### src/rtl/core/status_led_pattern_driver_assert.svh
// Assertion macros for the status LED pattern driver.
// Included by the RTL files that carry concurrent checks; no other dependencies.
`ifndef STATUS_LED_PATTERN_DRIVER_ASSERT_SVH
`define STATUS_LED_PATTERN_DRIVER_ASSERT_SVH

// Check a same-cycle implication outside reset.
`define SLPD_CHECK_IMPL(label, clk, rstn, ante, cons) \
    label: assert property (@(posedge clk) disable iff (!(rstn)) (ante) |-> (cons)) \
        else $error("%m: check failed");

// Check an implication in the following cycle, outside reset.
`define SLPD_CHECK_NEXT(label, clk, rstn, ante, cons) \
    label: assert property (@(posedge clk) disable iff (!(rstn)) (ante) |=> (cons)) \
        else $error("%m: check failed");

`endif

### src/rtl/core/slpd_pkg.sv
// Shared types and constants for the status LED pattern driver.
// No dependencies; used by slpd_cfg, slpd_core and the top level.
`default_nettype none

package slpd_pkg;

    localparam int TIMER_BITS = 16;
    localparam int DUR_W      = 16;
    localparam int CMP_W      = (TIMER_BITS > DUR_W) ? TIMER_BITS : DUR_W;

    localparam int CFG_IDX_W  = 2;
    localparam logic [CFG_IDX_W-1:0] CFG_SHORT_STEP = 2'd0;
    localparam logic [CFG_IDX_W-1:0] CFG_PAUSE_STEP = 2'd1;
    localparam logic [CFG_IDX_W-1:0] CFG_PULSE      = 2'd2;

    localparam logic [DUR_W-1:0] SHORT_STEP_RST = 16'd250;
    localparam logic [DUR_W-1:0] PAUSE_STEP_RST = 16'd1000;
    localparam logic [DUR_W-1:0] PULSE_RST      = 16'd80;

    localparam logic [1:0] CMD_TICK   = 2'd0;
    localparam logic [1:0] CMD_STATUS = 2'd1;
    localparam logic [1:0] CMD_PULSE  = 2'd2;

    localparam logic [1:0] MODE_OFF      = 2'd0;
    localparam logic [1:0] MODE_CHECKING = 2'd1;
    localparam logic [1:0] MODE_WAIT     = 2'd2;
    localparam logic [1:0] MODE_JUMP     = 2'd3;

    localparam logic [2:0] STEP_FIRST = 3'd0;
    localparam logic [2:0] STEP_RESUME = 3'd1;
    localparam logic [2:0] PAUSE_STEP = 3'd6;

    typedef struct packed {
        logic [DUR_W-1:0] short_step_ms;
        logic [DUR_W-1:0] pause_step_ms;
        logic [DUR_W-1:0] pulse_ms;
    } cfg_t;

endpackage

`default_nettype wire

### src/rtl/core/slpd_cfg.sv
// Configuration register file for the status LED pattern driver.
// Depends on slpd_pkg for the register indexes, reset values and cfg_t.
`default_nettype none

module slpd_cfg (
    input  wire logic                          aclk,
    input  wire logic                          aresetn,
    input  wire logic                          cfg_valid,
    output logic                               cfg_ready,
    input  wire logic [slpd_pkg::CFG_IDX_W-1:0] cfg_index,
    input  wire logic [slpd_pkg::DUR_W-1:0]     cfg_data,
    output slpd_pkg::cfg_t                     cfg
);

    slpd_pkg::cfg_t cfg_reg;

    assign cfg_ready = 1'b1;
    assign cfg       = cfg_reg;

    always_ff @(posedge aclk) begin
        if (!aresetn) begin
            cfg_reg.short_step_ms <= slpd_pkg::SHORT_STEP_RST;
            cfg_reg.pause_step_ms <= slpd_pkg::PAUSE_STEP_RST;
            cfg_reg.pulse_ms      <= slpd_pkg::PULSE_RST;
        end else if (cfg_valid) begin
            case (cfg_index)
                slpd_pkg::CFG_SHORT_STEP: cfg_reg.short_step_ms <= cfg_data;
                slpd_pkg::CFG_PAUSE_STEP: cfg_reg.pause_step_ms <= cfg_data;
                slpd_pkg::CFG_PULSE:      cfg_reg.pulse_ms      <= cfg_data;
                default: ;
            endcase
        end
    end

endmodule

`default_nettype wire

### src/rtl/core/slpd_core.sv
// LED pattern state and combinational event update for the status LED driver.
// Depends on slpd_pkg and status_led_pattern_driver_assert.svh.
`default_nettype none
`include "status_led_pattern_driver_assert.svh"

module slpd_core (
    input  wire logic           aclk,
    input  wire logic           aresetn,
    input  wire slpd_pkg::cfg_t cfg,
    input  wire logic           step_en,
    input  wire logic [1:0]     cmd,
    input  wire logic [1:0]     status_value,
    output logic                led_next
);

    localparam int TB = slpd_pkg::TIMER_BITS;
    localparam int CW = slpd_pkg::CMP_W;

    logic [1:0]    mode_reg, mode_next;
    logic          pulse_active_reg, pulse_active_next;
    logic [TB-1:0] pulse_elapsed_reg, pulse_elapsed_next;
    logic [TB-1:0] toggle_elapsed_reg, toggle_elapsed_next;
    logic [2:0]    wait_step_reg, wait_step_next;
    logic          led_lit_reg, led_lit_next;

    logic          run_task;
    logic          pulse_hold;
    logic [slpd_pkg::DUR_W-1:0] step_len;

    always_comb begin
        mode_next           = mode_reg;
        pulse_active_next   = pulse_active_reg;
        pulse_elapsed_next  = pulse_elapsed_reg;
        toggle_elapsed_next = toggle_elapsed_reg;
        wait_step_next      = wait_step_reg;
        led_lit_next        = led_lit_reg;
        run_task            = 1'b1;
        pulse_hold          = 1'b0;
        step_len            = cfg.short_step_ms;

        case (cmd)
            slpd_pkg::CMD_TICK: begin
                if (pulse_elapsed_reg != {TB{1'b1}})
                    pulse_elapsed_next = pulse_elapsed_reg + 1'b1;
                if (toggle_elapsed_reg != {TB{1'b1}})
                    toggle_elapsed_next = toggle_elapsed_reg + 1'b1;
            end
            slpd_pkg::CMD_STATUS: begin
                mode_next           = status_value;
                toggle_elapsed_next = '0;
                pulse_active_next   = 1'b0;
                wait_step_next      = slpd_pkg::STEP_FIRST;
                led_lit_next        = (status_value == slpd_pkg::MODE_CHECKING) ||
                                      (status_value == slpd_pkg::MODE_WAIT);
            end
            slpd_pkg::CMD_PULSE: begin
                pulse_elapsed_next = '0;
                pulse_active_next  = 1'b1;
                led_lit_next       = 1'b1;
            end
            default: begin
                run_task = 1'b0;
            end
        endcase

        if (run_task) begin
            if (pulse_active_next) begin
                if (CW'(pulse_elapsed_next) < CW'(cfg.pulse_ms)) begin
                    led_lit_next = 1'b1;
                    pulse_hold   = 1'b1;
                end else begin
                    pulse_active_next   = 1'b0;
                    led_lit_next        = 1'b0;
                    toggle_elapsed_next = '0;
                    wait_step_next      = slpd_pkg::STEP_RESUME;
                end
            end
            if (!pulse_hold) begin
                if (mode_next == slpd_pkg::MODE_WAIT) begin
                    step_len = (wait_step_next == slpd_pkg::PAUSE_STEP) ?
                               cfg.pause_step_ms : cfg.short_step_ms;
                    if (CW'(toggle_elapsed_next) >= CW'(step_len)) begin
                        toggle_elapsed_next = '0;
                        wait_step_next = (wait_step_next >= slpd_pkg::PAUSE_STEP) ?
                                         slpd_pkg::STEP_FIRST : wait_step_next + 3'd1;
                        led_lit_next = (wait_step_next < slpd_pkg::PAUSE_STEP) &&
                                       !wait_step_next[0];
                    end
                end else if (mode_next == slpd_pkg::MODE_CHECKING) begin
                    led_lit_next = 1'b1;
                end else begin
                    led_lit_next = 1'b0;
                end
            end
        end
    end

    assign led_next = led_lit_next;

    always_ff @(posedge aclk) begin
        if (!aresetn) begin
            mode_reg           <= slpd_pkg::MODE_OFF;
            pulse_active_reg   <= 1'b0;
            pulse_elapsed_reg  <= '0;
            toggle_elapsed_reg <= '0;
            wait_step_reg      <= slpd_pkg::STEP_FIRST;
            led_lit_reg        <= 1'b0;
        end else if (step_en) begin
            mode_reg           <= mode_next;
            pulse_active_reg   <= pulse_active_next;
            pulse_elapsed_reg  <= pulse_elapsed_next;
            toggle_elapsed_reg <= toggle_elapsed_next;
            wait_step_reg      <= wait_step_next;
            led_lit_reg        <= led_lit_next;
        end
    end

    `SLPD_CHECK_IMPL(a_step_in_range, aclk, aresetn, 1'b1,
        wait_step_reg <= slpd_pkg::PAUSE_STEP)
    `SLPD_CHECK_IMPL(a_pulse_lit, aclk, aresetn, pulse_active_reg, led_lit_reg)
    `SLPD_CHECK_IMPL(a_dark_modes, aclk, aresetn,
        !pulse_active_reg && (mode_reg == slpd_pkg::MODE_OFF ||
        mode_reg == slpd_pkg::MODE_JUMP), !led_lit_reg)
    `SLPD_CHECK_IMPL(a_wait_pattern, aclk, aresetn,
        !pulse_active_reg && mode_reg == slpd_pkg::MODE_WAIT,
        led_lit_reg == ((wait_step_reg < slpd_pkg::PAUSE_STEP) && !wait_step_reg[0]))

endmodule

`default_nettype wire

### src/rtl/core/status_led_pattern_driver.sv
// Status LED pattern driver: stream handshake, result register and config port.
// Depends on slpd_pkg, slpd_cfg, slpd_core and status_led_pattern_driver_assert.svh.
//
// Usage:
//   s_ channel carries one event per transfer: s_tuser holds the command
//   (tick, set status, activity pulse), s_tdata holds the new status.
//   m_ channel returns one transfer per event with the LED state after it.
//   cfg_ channel writes short_step_ms, pause_step_ms and pulse_ms by index;
//   write it only while no event is in flight. cfg_ready is always high.
//   The result is registered and appears on m_ in the cycle after the input transfer.
//   Throughput: one event per cycle unless m_ stalls; the state update is a single
//   combinational step between the state registers and the result register.
//   A stalled receiver holds the result; s_tready stays high as long as the
//   result register is empty or is being drained in the same cycle.
//   Reset (aresetn low, synchronous) sets off mode, dark LED, cleared
//   counters, default durations and an empty result register.
`default_nettype none
`include "status_led_pattern_driver_assert.svh"

module status_led_pattern_driver (
    input  wire logic                           aclk,
    input  wire logic                           aresetn,
    input  wire logic                           s_tvalid,
    output logic                                s_tready,
    input  wire logic [7:0]                     s_tdata,   // [1:0] status_value
    input  wire logic [1:0]                     s_tuser,   // [1:0] cmd
    output logic                                m_tvalid,
    input  wire logic                           m_tready,
    output logic [7:0]                          m_tdata,   // [0] led_on
    input  wire logic                           cfg_valid,
    output logic                                cfg_ready,
    input  wire logic [slpd_pkg::CFG_IDX_W-1:0] cfg_index,
    input  wire logic [slpd_pkg::DUR_W-1:0]     cfg_data
);

    slpd_pkg::cfg_t cfg;
    logic           accept;
    logic           led_next;
    logic           out_valid_reg;
    logic           out_led_reg;

    assign s_tready = !out_valid_reg || m_tready;
    assign accept   = s_tvalid && s_tready;
    assign m_tvalid = out_valid_reg;
    assign m_tdata  = {7'd0, out_led_reg};

    slpd_cfg u_cfg (
        .aclk      (aclk),
        .aresetn   (aresetn),
        .cfg_valid (cfg_valid),
        .cfg_ready (cfg_ready),
        .cfg_index (cfg_index),
        .cfg_data  (cfg_data),
        .cfg       (cfg)
    );

    slpd_core u_core (
        .aclk         (aclk),
        .aresetn      (aresetn),
        .cfg          (cfg),
        .step_en      (accept),
        .cmd          (s_tuser),
        .status_value (s_tdata[1:0]),
        .led_next     (led_next)
    );

    always_ff @(posedge aclk) begin
        if (!aresetn) begin
            out_valid_reg <= 1'b0;
        end else if (accept) begin
            out_valid_reg <= 1'b1;
        end else if (m_tready) begin
            out_valid_reg <= 1'b0;
        end
    end

    always_ff @(posedge aclk) begin
        if (accept) begin
            out_led_reg <= led_next;
        end
    end

    `SLPD_CHECK_NEXT(a_result_follows, aclk, aresetn, accept,
        m_tvalid && (m_tdata[0] == $past(led_next)))
    `SLPD_CHECK_NEXT(a_result_held, aclk, aresetn, m_tvalid && !m_tready,
        m_tvalid && $stable(m_tdata))
    `SLPD_CHECK_IMPL(a_ready_when_empty, aclk, aresetn, !m_tvalid, s_tready)

endmodule

`default_nettype wire

### config.mk
export PLATFORM = sky130hd
export DESIGN_NAME = status_led_pattern_driver
export DESIGN_NICKNAME = d
export VERILOG_FILES = /design/src/rtl/core/slpd_pkg.sv /design/src/rtl/core/slpd_cfg.sv /design/src/rtl/core/slpd_core.sv /design/src/rtl/core/status_led_pattern_driver.sv
export VERILOG_INCLUDE_DIRS = /design/src /design/src/rtl/core
export SDC_FILE = /design/constraint.sdc
export NUM_CORES = 1
export LEC_CHECK = 0
export ABC_CLOCK_PERIOD_IN_PS = 14510
export BUFFER_PORTS_ARGS = -buffer_cell sky130_fd_sc_hd__buf_4
export CAP_MARGIN = 0
export CORE_MARGIN = 4
export CORE_UTILIZATION = 30
export DETAILED_ROUTE_END_ITERATION = 8
export SYNTH_ARGS = -nofsm -noshare
export SYNTH_HDL_FRONTEND = slang
export SYNTH_SLANG_ARGS = --single-unit
### constraint.sdc
create_clock -name aclk -period 14.51 [get_ports aclk]
set_clock_uncertainty 0.15 [all_clocks]
set_input_delay 1.451 -clock aclk [delete_from_list [all_inputs] [get_ports aclk]]
set_output_delay 1.451 -clock aclk [all_outputs]
set_load 0.02 [all_outputs]
==> results.md <==
Run status:
- The run finished with clean final reports.

Synthesis:
- After synthesis, the cell types taking the most area are dfxtp_1 31%, nand2_1 10%, ha_1 8.7%.
- The most used flip-flop cell after synthesis is dfxtp_1.
- In the synthesized netlist the async set-or-reset flop fraction comes to 0.
- The Yosys step of the flow raised 0 warnings.
- Of the post-synthesis cell area, the dominant cell type holds 0.315.
- Of the synthesized area, sequential elements account for 0.320.
- Yosys mapped the design onto 72 distinct sky130hd cell types.
- The register bit count reported by yosys is ~90.
- The cell count after synthesis came out at around 730.
- Counting flops with a built-in enable in the synthesized netlist gives 1.
- The synthesized area per cell is approximately 7.6 µm².
- dfxtp_1 takes more of the synthesized area than any other cell.
- The synthesized netlist occupies a cell area of 0.00560 mm².

Finish:
- The register with the most flip-flops in the layout has 48 of them.
- The fraction of final layout cells sized beyond drive strength 1 is 0.0941.
- The area of all placed cells without fillers is approximately 0.0062 mm².
- In the final design database the tool counted 811 nets.
- Compared with the post-synthesis result, the final layout area differs by 11.0%.
- The number of antenna cells inserted is 0.

Drt:
- Once detail routing completed, the nets flagged for antenna violations numbered 0.
- The starting DRC count in detailed routing is approximately 450.
- Across all layers, the routed design uses roughly 5100 vias.
- The DRC violation count after routing is 0.
- The first TritonRoute pass finished after 7 iterations.
- The routed design has roughly 15000 µm of wire.
- The vias per cell is roughly 5.2.
- The average wire length per cell after detail routing is between 10 and 15 µm.

Timing:
- The final max-slew violation count is 0.
- The period utilization is 0.630.
- The final-report hold violation count is 0.
- The post-route minimum period is about 9.1 ns.
- After routing, the total negative slack on setup checks comes to 0 ns.
- The slew at the pin closest to its max-slew limit is between 1 and 1.5 ns.
- The final number of setup-violating endpoints is 0.
- In this run the tightest slew margin relative to its limit is 0.268.
- Static timing analysis puts the maximum clock frequency at approximately 0.11 GHz.
- Setup repair after global routing left no endpoint under its margin.

Power:
- The switching part of the total power is 0.293.
- Power spread over the standard cell area amounts to roughly 92 mW/mm².
- The part of the power in the clock network is 0.414.
- Internal power comes to between 0.4 and 0.5 mW.
- The largest vdd supply drop is roughly 73 µV.
- The combinational share of power is 0.132.
- The sequential share of power is 0.454.
- The analysis attributes to cell leakage a power of around 2.4 nW.
- Summed over all nets, the switching power comes to 0.167 mW.

Floorplan:
- The floorplan core area is ~0.018 mm².
- The initial core utilization is 0.308.
- Measured along the x axis, the die boundary spans about 140 µm.
- Pin placement for this block handled 44 I/O pins.
- From bottom edge to top edge, the die measures 145 µm.
- The die covers around 0.021 mm².
- The row count is a little under 50.

Clock tree:
- The total CTS buffers is 9.
- Gates resized during post-CTS repair numbered 0.
- The clock tree from TritonCTS is done.
- The CTS H-tree depth is 3.
- The number of buffers on the longest clock path is 2.
- The number of buffers inserted for hold repair after clock tree synthesis is 0.
- The count of clock tree sinks is just under 90.
- Once the clock tree was built, the setup fixing pass inserted 0 buffers.
- The clock root buffer is clkbuf_16.
- After clock tree synthesis, the clock-pin slew on the worst setup and hold paths is about 0.07 ns.
- The clock network latency to the later pin of the worst-skew pair is 0.35 ns.

Hold path:
- In this run the worst hold path is classified as reg2reg.

Placement:
- At the end of routability-driven placement, the weighted congestion stood at ~0.83.
- Once placement finished, the instance area stood at around 0.0059 mm².
- The detailed-placement wirelength estimate is just over 10000 µm.
- Buffers placed on the I/O ports in this run total 29.

Worst setup path:
- Of all nets on the critical path, the largest fanout is 17.
- The arrival time at the worst endpoint is 9.25 ns.
- The required time of the worst setup path is about 15 ns.
- STA classifies the critical path endpoint as a register.
- The worst setup path is launched from an input port.
- The start-to-end type of the worst setup path is in2reg.

Job:
- The number of violations of the max-capacitance limit is 0.

Global route:
- The pin count of the biggest net entering global routing is 55.
- The wire length of the first global-routing pass is 23600 µm.
- The initial antenna violation count was 0.
- The total congestion overflow is 0.
- In the global route stage, overall resource usage came out at 0.142.
- The via count of the first global-routing pass is around 4500.
-- cells in the mapped netlist (3+ instances only) --
| library cell | instances |
|---|---|
| and3b_1 | 3 |
| dfxtp_1 | 88 |
| clkbuf_1 | 22 |
| nand4_1 | 12 |
| nand3_1 | 45 |
| nor3_1 | 20 |
| buf_1 | 4 |
| nand2b_1 | 6 |
| a21oi_1 | 66 |
| o22ai_1 | 4 |
| o211ai_1 | 8 |
| a311oi_1 | 4 |
| and3_1 | 12 |
| buf_2 | 7 |
| a211oi_1 | 7 |
| nor2b_1 | 4 |
| nand3b_1 | 5 |
| a31oi_1 | 6 |
| nand2_1 | 151 |
| o311ai_0 | 3 |
| ha_1 | 39 |
| o21ai_0 | 21 |
| nand4_2 | 3 |
| mux2i_1 | 30 |
| nor3b_1 | 3 |
| buf_4 | 10 |
| o21ai_1 | 7 |
| inv_1 | 30 |
| nor2_1 | 59 |
-- power groups by stage --
stage / logic [mW] / registers (mW) / clock network [mW]
2_1_floorplan: 0.0537 / 0.264 / 0
3_3_place_gp: 0.0753 / 0.265 / 0
3_5_place_dp: 0.0756 / 0.265 / 0
4_1_cts: 0.0759 / 0.259 / 0.242
5_1_grt: 0.0859 / 0.260 / 0.249
6_report: 0.0756 / 0.259 / 0.236
-- worst max-delay path: stages --
cell and delay (ns):
buf_4 0.12, inv_1 0.07, ha_1 0.47, o41ai_2 0.23
nor3_1 0.51, and3_1 0.33, nand3_1 0.11, o21ai_1 0.25
ha_1 0.29, o211ai_1 0.16, nor2_1 0.07, a221oi_2 0.42
o211ai_2 0.26, and3_1 0.49, nor2_1 0.25, ha_1 0.21
and3_1 0.87, mux2i_1 0.34, ha_1 0.29, a211oi_1 0.24
nor2_1 0.08, a2111oi_0 0.67, a21oi_1 0.30, a32oi_1 0.24
o31ai_1 0.19, a311oi_1 0.30
-- cell type report --
cell class                 count  area [µm²]
fill                        1962       11900
multi-input combinational    576        3480
sequential                    89        1790
tap                          229         287
timing repair buffer          33         248
clock buffer                  10         239
inverter                      30         113
clock inverter                 6        53.8
-- path summary, 6_finish.rpt --
check / from / to / slack, ns / depth (start not counted)
min reg2reg: u_cfg.cfg[32]$_SDFFE_PN0P_ / u_cfg.cfg[32]$_SDFFE_PN0P_ / 0.30 / 2
min: u_cfg.cfg[32]$_SDFFE_PN0P_ / u_cfg.cfg[32]$_SDFFE_PN0P_ / 0.30 / 2
max: s_tuser[0] / u_core.toggle_elapsed_reg[5]$_SDFFE_PN0P_ / 5.37 / 26
max reg2reg: u_core.pulse_elapsed_reg[0]$_SDFFE_PN0P_ / u_core.toggle_elapsed_reg[5]$_SDFFE_PN0P_ / 6.19 / 26
-- layout by cell type (no fill, tap or decap), types with 2 or more instances in the layout --
cell type  Yosys  routed
a2111oi_0      2       2
nand2_1      151     151
nor3_1        20      20
o21ai_1        7       7
mux2i_1       30      30
xor2_1         2       2
nand3_1       45      45
ha_1          39      39
o22ai_1        4       4
or4_1          2       2
nand3b_1       5       5
o21ai_0       21      21
nand2b_1       6       6
and3b_1        3       3
o31ai_1        2       2
nand4_2        3       3
and2_1         2       2
o211ai_1       8       8
a311oi_1       4       4
dfxtp_1       88      88
a21oi_1       66      66
or3_1          2       2
a211oi_1       7       7
nor2_1        59      59
buf_4         10      33
nor3b_1        3       2
and4_1         2       2
or2_2          2       2
nand4_1       12      12
and3_1        12      12
conb_1         2       8
inv_6          0       4
o311ai_0       3       3
a31oi_1        6       6
mux2_1         2       2
inv_1         30      29
mux2_2         2       2
o211ai_2       2       2
clkbuf_16      0       9
nor2b_1        4       4
-- per-layer routing --
metal | wire length [µm] | track usage | up-vias
met3 | 784 | 0.0380 | 13
met1 | 7290 | 0.206 | 2321
met4 | 176 | 0.0324 | 0
li1 | - | - | 2598
met2 | 6260 | 0.212 | 128
met5 | 0 | 0 | -
-- metrics by stage --
| stage | worst slack, ns | power (mW) | std cells | hold slack [ns] | utilization |
|---|---|---|---|---|---|
| after floorplan | 7.63 | 0.317 | 740 | 0.282 | - |
| after global placement | 5.05 | 0.340 | 957 | 0.292 | 0.326 |
| after detailed placement | 5.09 | 0.340 | 957 | 0.296 | 0.326 |
| after CTS | 5.43 | 0.577 | 973 | 0.306 | 0.342 |
| after global routing | 4.76 | 0.596 | 973 | 0.319 | 0.342 |
| final | 5.37 | 0.571 | 973 | 0.302 | 0.342 |
-- kinds of logic after synthesis --
logic type / Yosys count / synth area share
fa+ha+maj: 39 / 0.0872
other cells: 2 / 0.00134
flops: 89 / 0.320
mux: 34 / 0.0617
xor+xnor: 2 / 0.00313
simple gates: 341 / 0.290
compound gates: 152 / 0.174
buf+inv: 75 / 0.0628
No activity file was read; power rests on OpenSTA's default activity.
